<file path="src/hw/rtl/assert_macros.svh">
`ifndef ASSERT_MACROS_SVH
`define ASSERT_MACROS_SVH

// Implication checked in the same cycle; needs clk and rst_n in scope.
`define SITS_ASSERT_IMPL(lbl, ante, cons) \
  lbl: assert property (@(posedge clk) disable iff (!rst_n) (ante) |-> (cons)) \
    else $error("sits assertion failed");

// Implication checked in the next cycle.
`define SITS_ASSERT_NEXT(lbl, ante, cons) \
  lbl: assert property (@(posedge clk) disable iff (!rst_n) (ante) |=> (cons)) \
    else $error("sits assertion failed");

`endif

</file>
<file path="src/hw/rtl/sits_pkg.sv">
package sits_pkg;

  localparam int FRAC_BITS_DEF    = 16;
  localparam int CORDIC_STEPS_DEF = 24;
  localparam int MAX_INTERVALS    = 65535;

  // datapath widths
  localparam int A_W   = 32;  // limits
  localparam int D_W   = 33;  // upper - lower
  localparam int N_W   = 17;  // panel count
  localparam int I_W   = 18;  // sample index, up to count + 1
  localparam int DN_W  = 19;  // 3 * count
  localparam int Z_W   = 36;  // CORDIC x, y, angle
  localparam int T_W   = 52;  // weighted sine sum
  localparam int NUM_W = 54;  // divider numerator
  localparam int DEN_W = 19;  // divider denominator
  localparam int PQ_W  = 35;  // sample offset quotient
  localparam int PR_W  = 19;  // sample offset remainder
  localparam int M_W   = 35;  // mean sine value, Q32
  localparam int P_W   = 68;  // mean times span
  localparam int OUT_W = 40;

  localparam logic [32:0] HP_Q32    = 33'd6746518852;  // pi/2 in Q32
  localparam logic [32:0] HP_HALF   = 33'd3373259426;
  localparam logic signed [Z_W-1:0] INV_GAIN = 36'sd2608131496;

  typedef struct packed {
    logic load;
    logic div_step;
    logic div_mean;
    logic pt_init;
    logic red_start;
    logic cor_start;
    logic mul_start;
    logic out_load;
  } sits_cmd_t;

  typedef struct packed {
    logic div_busy;
    logic red_busy;
    logic buf_full;
    logic cor_busy;
    logic all_issued;
    logic mul_busy;
  } sits_stat_t;

  // atan(2^-i) in Q32
  function automatic logic [Z_W-1:0] atan_q32(input logic [5:0] i);
    logic [Z_W-1:0] v;
    case (i)
      6'd0:  v = 36'd3373259426;
      6'd1:  v = 36'd1991351318;
      6'd2:  v = 36'd1052175346;
      6'd3:  v = 36'd534100635;
      6'd4:  v = 36'd268086748;
      6'd5:  v = 36'd134174063;
      6'd6:  v = 36'd67103403;
      6'd7:  v = 36'd33553749;
      6'd8:  v = 36'd16777131;
      6'd9:  v = 36'd8388597;
      6'd10: v = 36'd4194303;
      default: v = (i <= 6'd32) ? (36'd1 << (6'd32 - i)) : '0;
    endcase
    return v;
  endfunction

endpackage

</file>
<file path="src/hw/rtl/sits_ctrl.sv">
`include "assert_macros.svh"

module sits_ctrl import sits_pkg::*; (
  input  logic       clk,
  input  logic       rst_n,
  input  logic       in_tvalid,
  output logic       in_tready,
  output logic       out_tvalid,
  input  logic       out_tready,
  input  sits_stat_t stat,
  output sits_cmd_t  cmd
);

  localparam logic [2:0] S_IDLE      = 3'd0;
  localparam logic [2:0] S_STEP      = 3'd1;
  localparam logic [2:0] S_STEP_WAIT = 3'd2;
  localparam logic [2:0] S_SAMPLE    = 3'd3;
  localparam logic [2:0] S_MEAN      = 3'd4;
  localparam logic [2:0] S_MEAN_WAIT = 3'd5;
  localparam logic [2:0] S_MUL_WAIT  = 3'd6;
  localparam logic [2:0] S_DONE      = 3'd7;

  logic [2:0] state_r, state_nxt;
  logic       out_valid_r, out_valid_nxt;
  logic       sample_end;

  assign sample_end = stat.all_issued && !stat.red_busy && !stat.buf_full && !stat.cor_busy;

  always_comb begin
    state_nxt = state_r;
    cmd       = '0;
    unique case (state_r)
      S_IDLE: begin
        cmd.load = in_tvalid;
        if (in_tvalid) state_nxt = S_STEP;
      end
      S_STEP: begin
        cmd.div_step = 1'b1;
        state_nxt    = S_STEP_WAIT;
      end
      S_STEP_WAIT: begin
        if (!stat.div_busy) begin
          cmd.pt_init = 1'b1;
          state_nxt   = S_SAMPLE;
        end
      end
      S_SAMPLE: begin
        // reduce the next point while the CORDIC works on this one
        cmd.red_start = !stat.red_busy && !stat.buf_full && !stat.all_issued;
        cmd.cor_start = !stat.cor_busy && stat.buf_full;
        if (sample_end) state_nxt = S_MEAN;
      end
      S_MEAN: begin
        cmd.div_mean = 1'b1;
        state_nxt    = S_MEAN_WAIT;
      end
      S_MEAN_WAIT: begin
        if (!stat.div_busy) begin
          cmd.mul_start = 1'b1;
          state_nxt     = S_MUL_WAIT;
        end
      end
      S_MUL_WAIT: begin
        if (!stat.mul_busy) state_nxt = S_DONE;
      end
      S_DONE: begin
        // hold until the result register is free
        if (!out_valid_r || out_tready) begin
          cmd.out_load = 1'b1;
          state_nxt    = S_IDLE;
        end
      end
      default: state_nxt = S_IDLE;
    endcase
  end

  always_comb begin
    if (cmd.out_load)    out_valid_nxt = 1'b1;
    else if (out_tready) out_valid_nxt = 1'b0;
    else                 out_valid_nxt = out_valid_r;
  end

  always_ff @(posedge clk) begin
    if (!rst_n) begin
      state_r     <= S_IDLE;
      out_valid_r <= 1'b0;
    end else begin
      state_r     <= state_nxt;
      out_valid_r <= out_valid_nxt;
    end
  end

  assign in_tready  = (state_r == S_IDLE);
  assign out_tvalid = out_valid_r;

  `SITS_ASSERT_IMPL(a_div_free, cmd.div_step || cmd.div_mean, !stat.div_busy)
  `SITS_ASSERT_IMPL(a_sample_done, state_r == S_MEAN && $past(state_r) == S_SAMPLE,
                    stat.all_issued && !stat.cor_busy && !stat.buf_full)
  `SITS_ASSERT_IMPL(a_idle_quiet, in_tready,
                    !stat.div_busy && !stat.mul_busy && !stat.cor_busy && !stat.red_busy)
  `SITS_ASSERT_NEXT(a_mul_runs, cmd.mul_start, stat.mul_busy)

endmodule

</file>
<file path="config.mk">
export PLATFORM = sky130hd
export DESIGN_NAME = sits_ctrl
export DESIGN_NICKNAME = d
export VERILOG_FILES = /design/src/hw/rtl/sits_pkg.sv /design/src/hw/rtl/sits_ctrl.sv
export VERILOG_INCLUDE_DIRS = /design/src /design/src/hw/rtl
export SDC_FILE = /design/constraint.sdc
export NUM_CORES = 1
export LEC_CHECK = 0
export ABC_AREA = 1
export BUFFER_PORTS_ARGS = -buffer_cell sky130_fd_sc_hd__buf_2
export CAP_MARGIN = 20
export CORE_AREA = 8 8 45 47
export DETAILED_ROUTE_END_ITERATION = 8
export DIE_AREA = 0 0 53 55
export GPL_ROUTABILITY_DRIVEN = 0
export GPL_TIMING_DRIVEN = 0
export PLACE_DENSITY = 0.63
export RECOVER_POWER = 25
export SLEW_MARGIN = 20
export SYNTH_ARGS = -nofsm -noshare
export SYNTH_HDL_FRONTEND = slang
export SYNTH_SLANG_ARGS = --single-unit
</file>
<file path="constraint.sdc">
create_clock -name clk -period 1.7 [get_ports clk]
set_input_delay 0.17 -clock clk [delete_from_list [all_inputs] [get_ports clk]]
set_output_delay 0.17 -clock clk [all_outputs]
set_load 0.05 [all_outputs]
</file>
==> flow_summary.ini <==
[drt]
wl_mm = 1.08
vias = 520
wl_per_cell_um = 9.50
drt_iter0_drc = 7
ant_nets = 0
vias_per_cell = 4.56
drt-pass1-iter-count = 4
drc_errors = 0

[synthesis]
syn_inst = 74
synth_area_um2 = 417
ys_warn_count = 0
synth-seq-cells = 4
yosysUniqueCellTypes = 14
ys_seq_area_share_pct = 19.2
postSynthAreaPerCell_um2 = 5.63
syn_nets = 88

[placement]
placed_area_um2 = 543
port_buffers = 19
dp_hpwl_um = 881
post-place-cells = 109
dp_slack_ps = 121

[outcome]
status = finished clean

[sta]
timing.hold.ws_ps = 188
slew_headroom_pct = 60.2
finClkSkew_ps = 11.4
rsz0062_at_grt = false
setup_slack_ps = 87.5
post-route-period-util_pct = 94.9
worst_slew_pin_slew_ps = 599
min_period_ps = 1610
setup_violations = 0
final_max_slew_viol_count = 0
hold_viol_final = 0
max_freq_mhz = 620

[critical_path]
worst-path-buf-inv = 4
slowest_delay_ps = 350
r2r_cells = 9
rrSetupSlack_ps = 250
r2r-start = state_r[0]
crit_chain = buf_4, inv_1, ha_1, inv_1, nor3_2, buf_2
crit_fanout = 3
cp.required_ps = 1530
crit_slowest_cell = dfxtp_4
crit_arrival_ps = 1440
worstSetupPathType = reg -> out
crit_cells = 6
crit_path_frequent_cell = inv_1
worstReg2RegEnd = state_r[1]
cp_top_family = buffers and inverters
worstSetupEndpointType = primary output
start_kind = register

[clock_network]
clkTransAtPathRegs_ps = 40
hold_buffers = 0
cts_tree = yes
htree_levels = 1
cts-root-buf = clkbuf_4
insertion_delay_ps = 240
numClockSinks = 4
numCtsBuffers = 3
cts_buffer_depth = 2

[floorplan]
std_cell_rows = 14
core-area_mm2 = 0.00138
die_h_um = 55
die_area_mm2 = 0.00292
initial_utilization_pct = 30.1
num_io_pins = 20
die_w_um = 53

[power]
p_int_mw = 0.480
power_switching_mw = 0.635
seq_power_share_pct = 17.1
powerDensity_mw_per_mm2 = 1800
clkPwrFrac_pct = 10.6
power_leakage_nw = 0.349
p_sw_share_pct = 57.0
ir_drop_mv = 0.789
combPwrFrac_pct = 72.3

[grt]
antenna_found_initial = 0
grt_pass1_vias = 437
grt_pass1_wl_mm = 1.63
grt_start_max_net_pins = 11
grt_usage_pct = 7.32
grt-ovfl-total = 0

[final_layout]
drive_above_1_share_pct = 33.7
fin_cells = 114
layout_common_cells = nand2_1 (16), nor2_1 (16), buf_2 (16), inv_1 (13), nand3_1 (8)
syn2layout_area_growth_pct = 48.3
diodes = 0
nets = 114
design_area_um2 = 618
nFillCells = 160

[job]
max-cap-violations = 0

[hold_path]
min_to = state_r[2]
hold_path_class = in -> reg
worstHoldStart = rst_n
worstHoldPathCells = 3
[area by class of cell]
type	instances	area, µm²	share of cell area [%]
buffer	2	18.8	3.04
clock buffer	3	22.5	3.64
inverter	14	52.6	8.50
multi-input combinational	54	305	49.4
tap	16	20.0	3.24
timing repair buffer	21	111	18.0
sequential	4	87.6	14.2
[state kept, by name (all words and copies together), names as in the netlist]
register	flops
state_r	3
out_tvalid	1
[routing by layer]
layer | routed length, µm | vias up | global-route usage, % | share of wire [%]
met4 | 0 | 0 | 1.29 | 0
met1 | 453 | 224 | 7.13 | 42
li1 | - | 278 | - | -
met5 | 0 | - | 0 | 0
met3 | 100 | 0 | 4.28 | 9.2
met2 | 529 | 18 | 13.3 | 49
[kinds of logic (layout without fill, tap and decap cells)]
kind of cell,count (synthesis),in the layout,share of synthesized area [%]
simple gates,45,45,45.0
buf+inv,16,40,17.1
compound gates,5,5,6.61
fa+ha+maj,4,4,12.0
flops,4,4,19.2
[stage by stage]
step	util, %	TNS, ps	total power, mW
6_report	44.7	0	1.11
5_1_grt	44.7	0	1.21
4_1_cts	41.4	0	1.06
3_5_place_dp	39.2	0	0.929
3_3_place_gp	39.2	0	0.924
2_1_floorplan	-	-163	0.779
[worst max-delay path by stage]
| stage | startpoint | endpoint | slack (ps) |
|---|---|---|---|
| 2_1_floorplan | state_r[0] | cmd[3] | -160 |
| 4_1_cts | state_r[0] | cmd[3] | 6 |
| 3_3_place_gp | state_r[0] | cmd[3] | 170 |
| 3_5_place_dp | state_r[0] | cmd[3] | 120 |
| 5_1_grt | state_r[0] | cmd[7] | 3 |
| 6_report | state_r[0] | cmd[7] | 90 |
[repair_timing]
item                                    CTS  global route
endpoints found under the setup margin    1             2
pin swaps                                 0             2
gates resized for setup                   3             8
setup buffers                             0             2
[power by group through the flow]
stage / Sequential, mW / Combinational [mW] / Clock [mW]
after floorplan: 0.163 / 0.617 / 0
after global placement: 0.165 / 0.758 / 0
after detailed placement: 0.167 / 0.762 / 0
after CTS: 0.168 / 0.767 / 0.122
after global routing: 0.193 / 0.884 / 0.134
final: 0.191 / 0.806 / 0.118
[worst min-delay path, stage by stage]
cell and delay (ps):
buf_2 120, nand2_1 60, nor2_1 30
[cell usage after synthesis]
| master | count | area share (%) |
|---|---|---|
| buf_6 | 1 | 2.7 |
| nor4_1 | 1 | 1.5 |
| dfxtp_1 | 4 | 19 |
| nand2_1 | 16 | 14 |
| inv_1 | 14 | 13 |
| nand4_1 | 1 | 1.5 |
| nor3_1 | 1 | 1.2 |
| ha_1 | 4 | 12 |
| nand3_1 | 8 | 9.6 |
| nor2_1 | 17 | 15 |
| a21boi_0 | 1 | 1.8 |
| nor2_2 | 1 | 1.5 |
| buf_4 | 1 | 1.8 |
| a21oi_1 | 4 | 4.8 |
(Power assumes the default switching activity.)
